### config.mk
export PLATFORM = sky130hd
export DESIGN_NAME = sgd_sector
export DESIGN_NICKNAME = d
export VERILOG_FILES = /design/src/sv/sgd_pkg.sv /design/src/sv/sgd_sector.sv
export SDC_FILE = /design/constraint.sdc
export NUM_CORES = 1
export LEC_CHECK = 0
export ABC_AREA = 1
export CORE_ASPECT_RATIO = 0.6
export CORE_MARGIN = 5
export CORE_UTILIZATION = 60
export DETAILED_ROUTE_END_ITERATION = 8
export DONT_BUFFER_PORTS = 1
export PLACE_DENSITY = 0.79
export SETUP_SLACK_MARGIN = 0.3
export SLEW_MARGIN = 10
export SYNTH_ARGS = -nofsm -noshare
export SYNTH_HDL_FRONTEND = slang
export SYNTH_SLANG_ARGS = --single-unit
export TNS_END_PERCENT = 10
### constraint.sdc
create_clock -name vclk -period 2.9
set_input_delay 0.58 -clock vclk [all_inputs]
set_output_delay 0.58 -clock vclk [all_outputs]
set_load 0.005 [all_outputs]
### src/sv/sgd_pkg.sv
// Shared constants and types of the Sobel gradient and direction block.
`default_nettype none
package sgd_pkg;

	localparam int MAX_WIDTH = 1024;
	localparam int COL_W = $clog2(MAX_WIDTH);
	localparam int WEFF_W = COL_W + 1;
	localparam int WIDTH_REG_W = 11;
	localparam int HEIGHT_REG_W = 12;
	localparam int WCMP_W = (WIDTH_REG_W > WEFF_W) ? WIDTH_REG_W : WEFF_W;
	localparam int ROW_W = 12;
	localparam int MIN_DIM = 3;
	localparam int HEIGHT_MAX = 4095;

	localparam int CFG_IDX_W = 1;
	localparam int CFG_DATA_W = 12;
	localparam logic [CFG_IDX_W-1:0] REG_IMAGE_WIDTH = 1'd0;
	localparam logic [CFG_IDX_W-1:0] REG_IMAGE_HEIGHT = 1'd1;
	localparam logic [WIDTH_REG_W-1:0] IMAGE_WIDTH_RESET = 11'd640;
	localparam logic [HEIGHT_REG_W-1:0] IMAGE_HEIGHT_RESET = 12'd480;

	localparam int PIX_W = 8;
	localparam int LINE_W = 2 * PIX_W;
	localparam int GRAD_W = 11;
	localparam int ROOT_W = 11;
	localparam int SQ_W = 2 * ROOT_W - 1;
	localparam int ROOT_STEPS = ROOT_W;
	localparam logic [SQ_W-1:0] ROOT_BIT_INIT = SQ_W'(1) << (2 * (ROOT_STEPS - 1));

	localparam int PROD_W = 25;
	localparam logic signed [PROD_W-1:0] TAN_SCALE = 25'sd1000;
	localparam logic signed [PROD_W-1:0] TAN_HIGH = 25'sd2414;
	localparam logic signed [PROD_W-1:0] TAN_LOW = 25'sd414;

	localparam int SECTOR_W = 3;
	localparam logic [SECTOR_W-1:0] SECTOR_0 = 3'd0;
	localparam logic [SECTOR_W-1:0] SECTOR_1 = 3'd1;
	localparam logic [SECTOR_W-1:0] SECTOR_2 = 3'd2;
	localparam logic [SECTOR_W-1:0] SECTOR_3 = 3'd3;
	localparam logic [SECTOR_W-1:0] SECTOR_4 = 3'd4;
	localparam logic [SECTOR_W-1:0] SECTOR_5 = 3'd5;
	localparam logic [SECTOR_W-1:0] SECTOR_6 = 3'd6;
	localparam logic [SECTOR_W-1:0] SECTOR_7 = 3'd7;

	typedef struct packed {
		logic signed [PROD_W-1:0] y_scaled;
		logic signed [PROD_W-1:0] x_high;
		logic signed [PROD_W-1:0] x_low;
	} tan_terms_t;

endpackage
`default_nettype wire

### src/sv/sgd_sector.sv
// Eight-sector direction code from exact cross-multiplied tangent tests.
`default_nettype none
module sgd_sector (
	input  wire logic signed [sgd_pkg::GRAD_W-1:0] grad_x,
	input  wire logic signed [sgd_pkg::GRAD_W-1:0] grad_y,
	input  wire sgd_pkg::tan_terms_t               terms,
	output logic             [sgd_pkg::SECTOR_W-1:0] sector
);

	logic signed [sgd_pkg::PROD_W-1:0] d_hm, d_hp, d_lm, d_lp;

	assign d_hm = terms.y_scaled - terms.x_high;
	assign d_hp = terms.y_scaled + terms.x_high;
	assign d_lm = terms.y_scaled - terms.x_low;
	assign d_lp = terms.y_scaled + terms.x_low;

	always_comb begin
		if (grad_x == '0) begin
			sector = grad_y[sgd_pkg::GRAD_W-1] ? sgd_pkg::SECTOR_2 : sgd_pkg::SECTOR_4;
		end else if (grad_x[sgd_pkg::GRAD_W-1]) begin
			if (grad_y[sgd_pkg::GRAD_W-1]) begin
				if (d_hm < 0) sector = sgd_pkg::SECTOR_0;
				else if (d_lm > 0) sector = sgd_pkg::SECTOR_6;
				else sector = sgd_pkg::SECTOR_7;
			end else begin
				if (d_hp > 0) sector = sgd_pkg::SECTOR_4;
				else if (d_lp > 0) sector = sgd_pkg::SECTOR_5;
				else sector = sgd_pkg::SECTOR_6;
			end
		end else begin
			if (grad_y[sgd_pkg::GRAD_W-1]) begin
				if (d_hp < 0) sector = sgd_pkg::SECTOR_0;
				else if (d_lp < 0) sector = sgd_pkg::SECTOR_1;
				else sector = sgd_pkg::SECTOR_2;
			end else begin
				if (d_lm < 0) sector = sgd_pkg::SECTOR_2;
				else if (d_hm < 0) sector = sgd_pkg::SECTOR_3;
				else sector = sgd_pkg::SECTOR_4;
			end
		end
	end

endmodule
`default_nettype wire

==> results of run 1 <==
==> cells in the final DEF, fill, tap and decap left out, drive strengths merged <==
cell type and instances:
nand3 102, nor4 3, xor2 7, and2 1, nor2b 1, nor2 148
o21ai 28, o21bai 13, inv 215, xnor2 3, or4 1, nor3 21
nand2 413, o21a 1, a31oi 1, o211ai 2, buf 167, a21oi 82
o31ai 2, a21o 3, ha 96, nand4 26, fa 3, nand3b 3
o211a 1, a21boi 2
==> kinds of logic (layout without fill, tap and decap cells) <==
family	Yosys count	count (layout)	synth area share, %
AO/OA/AOI/OAI	135	135	12.5
XOR/XNOR	10	10	1.46
adder cells (fa/ha/maj)	99	99	21.0
AND/OR/NAND/NOR	719	719	49.8
buffers and inverters	234	382	15.3
==> area by class of cell <==
type | count | area, µm²
Fill cell | 631 | 1650
Timing Repair Buffer | 167 | 1270
Multi-Input combinational cell | 963 | 5910
Inverter | 215 | 810
Tap cell | 135 | 169
==> how the worst max path moves through the flow <==
stage	start	to	cells after the start
6_report	terms[12]	sector[0]	16
5_1_grt	terms[50]	sector[0]	18
4_1_cts	terms[25]	sector[1]	19
3_5_place_dp	terms[10]	sector[0]	15
3_3_place_gp	terms[10]	sector[0]	15
2_1_floorplan	terms[50]	sector[0]	18
==> routing by layer <==
| layer | global-route usage, % | up-vias | share of wire (%) |
|---|---|---|---|
| met5 | 0 | - | 0 |
| met4 | 14.7 | 0 | 8.6 |
| met3 | 7.09 | 334 | 15 |
| met2 | 61.8 | 937 | 41 |
| met1 | 47.0 | 4143 | 35 |
| li1 | - | 4055 | - |
==> per-stage QoR <==
step / worst slack, ns / hold WS [ns] / area (µm²)
after CTS: -0.250 / 1.20 / 7790
after global placement: -0.393 / 1.20 / 7400
after floorplan: 0.0196 / 1.20 / 6150
final: -0.507 / 1.20 / 8160
after detailed placement: -0.467 / 1.20 / 7400
after global routing: -0.629 / 1.21 / 8160
==> report_power, final <==
part	total [mW]	switching [mW]	internal [mW]
Clock	0	0	0
Sequential	0	0	0
Combinational	1.89	1.12	0.769
Total	1.89	1.12	0.769
==> what timing repair did <==
action,CTS,global route
buffers inserted,2,4
pin swaps,21,40
endpoints found under the hold margin,0,0
resized for setup,90,77
endpoints found under the setup margin,3,3
gates cloned,0,0
==> results.rst, run 1 <==
.. list-table::
   :header-rows: 1

   * - Metric
     - Value
   * - Result of the run
     - complete, but fails checks
   * - Violated checks
     - design-rule violations, negative setup slack
   * - Top Family by Delay on Critical Path
     - simple AND/OR/NAND/NOR gates
   * - Die width
     - 139 µm
   * - Worst Hold Launch
     - grad_x[10]
   * - Count of cell types in the netlist
     - 35
   * - Crit share post-route
     - 117%
   * - Avg Cell Area, Syn
     - 5.03 µm²
   * - Die footprint
     - 12200 µm²
   * - Clock period minus worst slack
     - 3.41 ns
   * - Count of warnings emitted by yosys
     - 0
   * - Average via count per standard cell
     - about 6.4
   * - Placeable core region
     - approximately 10000 µm²
   * - Slew at the pin closest to its max-slew limit
     - roughly 0.4 ns
   * - Floorplan row count
     - 28
   * - Worst Path Required
     - around 2.3 ns
   * - Cell with the biggest individual delay on the critical path
     - sky130_fd_sc_hd__ha_4
   * - Final total negative setup slack
     - -1.47 ns
   * - Cell repeated most along the worst path
     - sky130_fd_sc_hd__nand2_1
   * - Max-cap violation count
     - 0
   * - Number of nets still failing antenna checks after routing
     - 0
   * - Router iterations before antenna repair
     - 9
   * - Sum of routed wire length over all layers
     - 28.4 mm
   * - Number of antenna violations at the first check in global routing
     - 0
   * - DRC violations left
     - 48
   * - Flip-flop and latch area
     - 0 µm²
   * - Violation count after the first detailed-routing iteration
     - around 1400
   * - Number of slew-limit violations in the final report
     - 0
   * - Leakage power
     - 4.50 nW
   * - Routed length per instance
     - 19.2 µm
   * - Share of cells above drive strength 1
     - 25.4%
   * - Die boundary height
     - 87.6 µm
   * - Biggest cell delay along the critical path
     - 0.32 ns
   * - I/O Pins
     - 100
   * - Overall Global Routing Usage
     - 36.7%
   * - Dominant cell type by area after synthesis
     - sky130_fd_sc_hd__nand2_1
   * - Cell count after synthesis
     - about 1200
   * - Via count of the first global-routing pass
     - 8073
   * - Library cell with the highest instance count after synthesis
     - sky130_fd_sc_hd__nand2_1
   * - Final RePlAce weighted congestion
     - 0.978
   * - Kind of start point of the critical path
     - input pin
   * - Worst slew margin
     - between 70% and 80%
   * - Power density cells
     - between 200 and 250 nW/µm²
   * - Number of non-filler instances in the completed layout
     - roughly 1500
   * - Global-route wire length before repair
     - 37.4 mm
   * - Total congestion overflow after global routing
     - 0
   * - Setup ws final
     - -0.507 ns
   * - CP cell instances
     - inv_1 > ha_4 > buf_4 > nand2_1 > nor2_2 > inv_1 > nor3_2 > buf_4 > nand3_1 > nand3_1 > o211ai_1 > nor2_1 > nand2_1 > a21oi_1 > nand2_1 > a21oi_2
   * - Layout Area Growth over Synthesis
     - 35.6%
   * - Top post-synthesis cells by area
     - sky130_fd_sc_hd__nand2_1, sky130_fd_sc_hd__ha_1, sky130_fd_sc_hd__inv_1
   * - Pin count of the biggest net entering global routing
     - 10
   * - Final hold violation count
     - 0
   * - Power, Total
     - around 1.9 mW
   * - Maximum ir drop on the vdd rail
     - around 140 µV
   * - Sequential element share of the synthesized area
     - 0%
   * - Critical Path Sink Type
     - primary output
   * - Number of setup violations in the final report
     - 3
   * - Setup repair after global routing missed its margin
     - yes
   * - Setup CP Type
     - input pin to primary output
   * - Biggest fanout along the worst timing path
     - 6
   * - Synth cell count leaders
     - sky130_fd_sc_hd__nand2_1, sky130_fd_sc_hd__inv_1, sky130_fd_sc_hd__nor2_1
   * - Net Count, Synth
     - 1393
   * - Starting density of the core
     - 61.3%
   * - Proportion of netlist area held by the largest area contributor
     - 25.5%
   * - Hold path depth
     - 1
   * - Sequential cells
     - 0
   * - Number of antenna diodes
     - 0
   * - Worst-case hold path end point
     - sector[0]
   * - Layout clock buffer count
     - 0
   * - Worst EP arrival
     - between 2 and 3 ns
   * - Maximum clock frequency
     - 294 MHz
   * - Class of the tightest hold or removal check
     - input pin to primary output
   * - Buffers & Inverters on Critical Path
     - 4
   * - Count of input and output buffers
     - 0
   * - Total number of nets in the final design
     - 1543
   * - Placed instance count
     - about 1500
   * - Final design utilization
     - a little over four fifths
   * - Via total after detailed routing
     - 9469
   * - # hold bufs at CTS
     - 0
   * - Half-perimeter wire length after placement
     - 18.7 mm
   * - Post-Synthesis Cell Area
     - 6020 µm²
No activity file was read; power rests on OpenSTA's default activity.
==> run 2: changes to the inputs <==
Settings changed: CORE_UTILIZATION 60 to 56, PLACE_DENSITY 0.79 to 0.74.
==> run 2 against run 1 <==
The flow finishes with violations (negative setup slack); total power down 5.4%; sequential share of layout area unchanged; design area down 0.77%; first-iteration DRC count down 28%; core utilization down 6.2 points; non-clock buffer count up 3; global-route usage down 2.3 points; count of clock-buffer cells in the layout unchanged; hold slack worse by 0.00050 ns; combinational power down 5%; worst setup slack better by 0.11 ns; largest cell class unchanged.
==> results.rst, run 2 (synthesis gave the netlist of run 1 again) <==
.. list-table::
   :header-rows: 1

   * - Metric
     - Value
   * - Final design utilization
     - 77.0% (-6.2 points)
   * - Die boundary height
     - 90.3 µm (+3.1%)
   * - Number of antenna violations at the first check in global routing
     - 0 (unchanged)
   * - Number of slew-limit violations in the final report
     - 0 (unchanged)
   * - Global-route wire length before repair
     - 37.5 mm (+0.15%)
   * - Average via count per standard cell
     - 5.81 (-9.2%)
   * - Setup repair after global routing missed its margin
     - yes
   * - Biggest cell delay along the critical path
     - 0.29 ns (-0.03 ns)
   * - Maximum ir drop on the vdd rail
     - 111 µV (-21%)
   * - # hold bufs at CTS
     - 0 (unchanged)
   * - Setup CP Type
     - input pin to primary output
   * - Biggest fanout along the worst timing path
     - 5 (-1)
   * - FILL cells
     - 799 (+27%)
   * - Critical Path Sink Type
     - primary output
   * - Sequential cells
     - 0 (unchanged)
   * - Final RePlAce weighted congestion
     - 0.970 (-0.85%)
   * - Sum of routed wire length over all layers
     - 24.4 mm (-14%)
   * - Max-cap violation count
     - 0 (unchanged)
   * - Count of input and output buffers
     - 0 (unchanged)
   * - Router iterations before antenna repair
     - 7 (-2)
   * - I/O Pins
     - 100 (unchanged)
   * - Kind of start point of the critical path
     - input pin
   * - Overall Global Routing Usage
     - 34.4% (-2.3 points)
   * - Die width
     - 144 µm (+3.3%)
   * - Cell repeated most along the worst path
     - sky130_fd_sc_hd__nand2_1
   * - Die footprint
     - 13000 µm² (+6.5%)
   * - Number of antenna diodes
     - 0 (unchanged)
   * - Share of cells above drive strength 1
     - 25.1% (-0.35 points)
   * - Placement-stage worst setup slack
     - -0.432 ns (+0.0346 ns)
   * - Number of setup violations in the final report
     - 3 (unchanged)
   * - Total number of nets in the final design
     - 1546 (+0.19%)
   * - Flip-flop and latch area
     - 0 µm² (unchanged)
   * - Most frequent standard cell in the layout excluding fill and tap cells
     - sky130_fd_sc_hd__nand2_1
   * - Worst Path Required
     - 2.32 ns (about the same)
   * - Via total after detailed routing
     - 8639 (-8.8%)
   * - Most frequent cells in the layout
     - sky130_fd_sc_hd__nand2_1, sky130_fd_sc_hd__inv_1, sky130_fd_sc_hd__buf_4
   * - Worst slew margin
     - 68.9% (-4.4 points)
   * - Violation count after the first detailed-routing iteration
     - 1019 (-28%)
   * - Result of the run
     - complete, but fails checks
   * - CP cell instances
     - inv_1 > ha_4 > inv_1 > a21oi_2 > nor2_2 > nor2_2 > nand2_2 > buf_4 > nand2_1 > nand4_1 > nor2_1 > nand3_1 > nor2_2 > nand2_2 > nand2_2 > nand2_1 > nand2_1 > nand2_1 > a21oi_2
   * - Floorplan row count
     - 29 (+3.6%)
   * - Pin count of the biggest net entering global routing
     - 10 (unchanged)
   * - Placeable core region
     - 10500 µm² (+7.3%)
   * - Slew at the pin closest to its max-slew limit
     - 0.463 ns (+0.0637 ns)
   * - DRC violations left
     - 0 (-100%)
   * - Class of the tightest hold or removal check
     - input pin to primary output
   * - Worst EP arrival
     - 2.72 ns (-0.11 ns)
   * - Clock period minus worst slack
     - 3.30 ns (-0.107 ns)
   * - Area occupied by multi-input gates
     - 5840 µm² (-1.2%)
   * - Final hold violation count
     - 0 (unchanged)
   * - Maximum clock frequency
     - 303 MHz (+3.2%)
   * - Number of nets still failing antenna checks after routing
     - 0 (unchanged)
   * - Layout Area Growth over Synthesis
     - 34.6%
   * - Total congestion overflow after global routing
     - 0 (unchanged)
   * - Setup ws final
     - -0.399 ns (+0.107 ns)
   * - Violated checks
     - negative setup slack
   * - Via count of the first global-routing pass
     - 7752 (-4.0%)
   * - Cell with the biggest individual delay on the critical path
     - sky130_fd_sc_hd__ha_4
   * - Crit share post-route
     - 114% (-3.7 points)
   * - Half-perimeter wire length after placement
     - 18.5 mm (-1.1%)
   * - Leakage power
     - 4.50 nW (about the same)
   * - Layout clock buffer count
     - 0 (unchanged)
   * - Starting density of the core
     - 57.2% (-4.2 points)
   * - Power density cells
     - 221 nW/µm² (-4.6%)
   * - Routed length per instance
     - 16.4 µm (-14%)
-- run 2: changes by cell type in the layout (fill, tap and decap cells not counted), sizes merged --
| cell | change |
|---|---|
| buf | +3 |
-- run 2: repair_timing --
action	4_1_cts	5_1_grt
gates resized for setup	102	49
setup endpoints to repair	3	3
pin swaps	32	16
setup buffers	2	4
-- run 2: cell type report --
cell class | instances | area share (%)
Multi-Input combinational cell | 963 | 72.1
Timing Repair Buffer | 170 | 15.8
Inverter | 215 | 10.0
Tap cell | 139 | 2.15
-- run 2: worst paths after layout --
kind | from | endpoint | slack (ns) | cells after the start
max | terms[30] | sector[1] | -0.40 | 19
min | grad_x[10] | sector[0] | 1.20 | 1
-- run 2: critical path, delay by kind of cell --
family	cells	cell delay (ns)
AOI/OAI and AO/OA	2	0.36
adders and majority gates	1	0.29
and+or+nand+nor	13	1.24
buffers and inverters	3	0.25
-- run 2: routing by layer --
metal | global-route usage, % | wire length (µm) | part of all wire [%]
met1 | 48.4 | 9710 | 40
met2 | 54.8 | 10500 | 43
met3 | 4.71 | 3100 | 13
met4 | 8.93 | 1130 | 4.6
met5 | 0 | 0 | 0
-- run 2: report_power, final --
part	leakage, nW	internal, mW	switching [mW]	total (mW)
Combinational	4.50	0.757	1.03	1.79
Clock	0	0	0	0
Sequential	0	0	0	0
-- run 2: stage by stage --
stage	hold WS [ns]	total power, mW	instance area, µm²	instances	setup TNS [ns]
finish	1.20	1.79	8100	1487	-1.15
global route	1.21	1.94	8100	1487	-1.44
CTS	1.20	1.63	7910	1483	-0.580
detailed placement	1.20	1.51	7420	1481	-1.27
global placement	1.20	1.48	7420	1481	-1.09
floorplan	1.20	0.971	6150	1197	0
==> run 3: changes to the inputs <==
Settings changed: CORE_ASPECT_RATIO 0.6 to default, CORE_UTILIZATION 56 to 30, PLACE_DENSITY 0.74 to default.
==> run 3 against run 2 <==
Sequential share of layout area is the same; highest routed layer unchanged; design area is 2.2% higher; non-clock buffer count did not move; combinational power shrank 5%; routed wire length down 10%; die area rose by 77%; worst setup slack better by 0.035 ns; the run still ends with negative setup slack left; count of clock-buffer cells in the layout unchanged; via count decreased by 9.4%; global-route usage decreased by 16 points; total power down 4.7%.
==> results.rst, run 3 (synthesis gave the netlist of run 1 again) <==
.. list-table::
   :header-rows: 1

   * - Metric
     - Value
   * - Setup CP Type
     - input pin to primary output
   * - Max-cap violation count
     - 0 (unchanged)
   * - Power density cells
     - 206 nW/µm² (-6.8%)
   * - Number of antenna violations at the first check in global routing
     - 0 (unchanged)
   * - Violated checks
     - negative setup slack
   * - Placeable core region
     - 19600 µm² (+86%)
   * - Count of input and output buffers
     - 0 (unchanged)
   * - Worst Hold Margin
     - 1.21 ns (+0.00468 ns)
   * - Biggest fanout along the worst timing path
     - 4 (-1)
   * - Most frequent standard cell in the layout excluding fill and tap cells
     - sky130_fd_sc_hd__nand2_1
   * - Half-perimeter wire length after placement
     - 19.2 mm (+3.9%)
   * - I/O Pins
     - 100 (unchanged)
   * - Router iterations before antenna repair
     - 7 (unchanged)
   * - Die footprint
     - 23000 µm² (+77%)
   * - Floorplan row count
     - 51 (+76%)
   * - Via count of the first global-routing pass
     - 7501 (-3.2%)
   * - Starting density of the core
     - 30.7% (-26 points)
   * - Layout clock buffer count
     - 0 (unchanged)
   * - Final hold violation count
     - 0 (unchanged)
   * - Kind of start point of the critical path
     - input pin
   * - Maximum ir drop on the vdd rail
     - 89.4 µV (-19%)
   * - DRC violations left
     - 0 (unchanged)
   * - Total number of nets in the final design
     - 1546 (unchanged)
   * - Number of setup violations in the final report
     - 3 (unchanged)
   * - Cell with the biggest individual delay on the critical path
     - sky130_fd_sc_hd__fa_2
   * - Setup repair after global routing missed its margin
     - yes
   * - Layout Area Growth over Synthesis
     - 37.6%
   * - Leakage power
     - 4.53 nW (+0.75%)
   * - Die width
     - 152 µm (+5.4%)
   * - Worst Path Required
     - 2.32 ns (about the same)
   * - Slew at the pin closest to its max-slew limit
     - 0.372 ns (-0.0906 ns)
   * - Average via count per standard cell
     - 4.85 (-16%)
   * - Cell repeated most along the worst path
     - sky130_fd_sc_hd__nor2_1
   * - Number of antenna diodes
     - 0 (unchanged)
   * - Power, Total
     - 1.70 mW (-4.7%)
   * - Die boundary height
     - 152 µm (+68%)
   * - Sum of routed wire length over all layers
     - 21.9 mm (-10%)
   * - Top Family by Delay on Critical Path
     - simple AND/OR/NAND/NOR gates
   * - Most frequent cells in the layout
     - sky130_fd_sc_hd__nand2_1, sky130_fd_sc_hd__inv_1, sky130_fd_sc_hd__buf_4
   * - Total congestion overflow after global routing
     - 0 (unchanged)
   * - Flip-flop and latch area
     - 0 µm² (unchanged)
   * - Number of slew-limit violations in the final report
     - 0 (unchanged)
   * - Setup ws final
     - -0.365 ns (+0.0347 ns)
   * - Biggest cell delay along the critical path
     - 0.35 ns (+0.06 ns)
   * - Class of the tightest hold or removal check
     - input pin to primary output
   * - Maximum clock frequency
     - 306 MHz (+1.1%)
   * - Worst EP arrival
     - 2.68 ns (-0.04 ns)
   * - Number of nets still failing antenna checks after routing
     - 0 (unchanged)
   * - Area occupied by multi-input gates
     - 5850 µm² (+0.26%)
   * - Share of cells above drive strength 1
     - 25.3% (+0.22 points)
   * - Violation count after the first detailed-routing iteration
     - 284 (-72%)
   * - Placement Cell Area
     - 7610 µm² (+2.5%)
   * - Via total after detailed routing
     - 7828 (-9.4%)
   * - CP cell instances
     - inv_1 > ha_2 > fa_2 > inv_2 > nand3_2 > nand2_4 > nand2_1 > nand2_2 > xor2_1 > nor2_1 > nand3_1 > nor2_1 > nand3_1 > nor2_1 > nand2_2 > a21oi_2 > nand2_1 > a21oi_2
   * - FILL cells
     - 2141 (+170%)
   * - Pin count of the biggest net entering global routing
     - 9 (-1)
   * - Result of the run
     - complete, but fails checks
   * - Overall Global Routing Usage
     - 18.0% (-16 points)
   * - # hold bufs at CTS
     - 0 (unchanged)
   * - Global-route wire length before repair
     - 33.9 mm (-9.6%)
   * - Worst slew margin
     - 75.0% (+6.0 points)
   * - Clock period minus worst slack
     - 3.26 ns (-0.0347 ns)
   * - Final RePlAce weighted congestion
     - 0.953 (-1.8%)
   * - Critical Path Sink Type
     - primary output
   * - Buffers & Inverters on Critical Path
     - 2 (-1)
   * - Crit share post-route
     - 113% (-1.2 points)
   * - Final design instance area without fill
     - 8280 µm² (+2.2%)
   * - Routed length per instance
     - 13.6 µm (-17%)
   * - Sequential cells
     - 0 (unchanged)
==> run 3: cell counts in the layout (fill, tap and decap cells not counted) <==
No cell type changed its count.
==> run 3: path summary, 6_finish.rpt <==
path | slack [ns] | startpoint | cells past startpoint | end
max | -0.36 | terms[50] | 18 | sector[0]
min | 1.21 | grad_x[10] | 1 | sector[0]
==> run 3: report_power, final <==
group | internal, mW | total (mW) | switching, mW | leakage [nW]
clock | 0 | 0 | 0 | 0
combinational | 0.744 | 1.70 | 0.959 | 4.53
sequential | 0 | 0 | 0 | 0
total | 0.744 | 1.70 | 0.959 | 4.53
==> run 3: area by class of cell <==
type | count | area share, %
repair buffers | 170 | 15.5
well taps | 265 | 4.00
inverters | 215 | 9.78
multi-input cells | 963 | 70.7
==> run 3: routing by layer <==
layer  wire (µm)  track usage [%]
met3         868             1.61
met1        8840             20.7
met2       11400             34.6
met5           0                0
met4         782             5.71
==> run 3: stage by stage <==
step	setup slack [ns]	util [%]	instances	setup TNS (ns)
2_1_floorplan	0.0196	-	1197	0
3_3_place_gp	-0.466	38.9	1611	-1.33
3_5_place_dp	-0.469	38.9	1611	-1.37
4_1_cts	-0.358	39.2	1612	-0.982
5_1_grt	-0.485	42.3	1613	-1.39
6_report	-0.365	42.3	1613	-0.934
==> run 3: repair_timing <==
item	4_1_cts	5_1_grt
buffers inserted	1	1
gates resized for setup	23	135
endpoints found under the setup margin	3	3
pin swaps	5	43
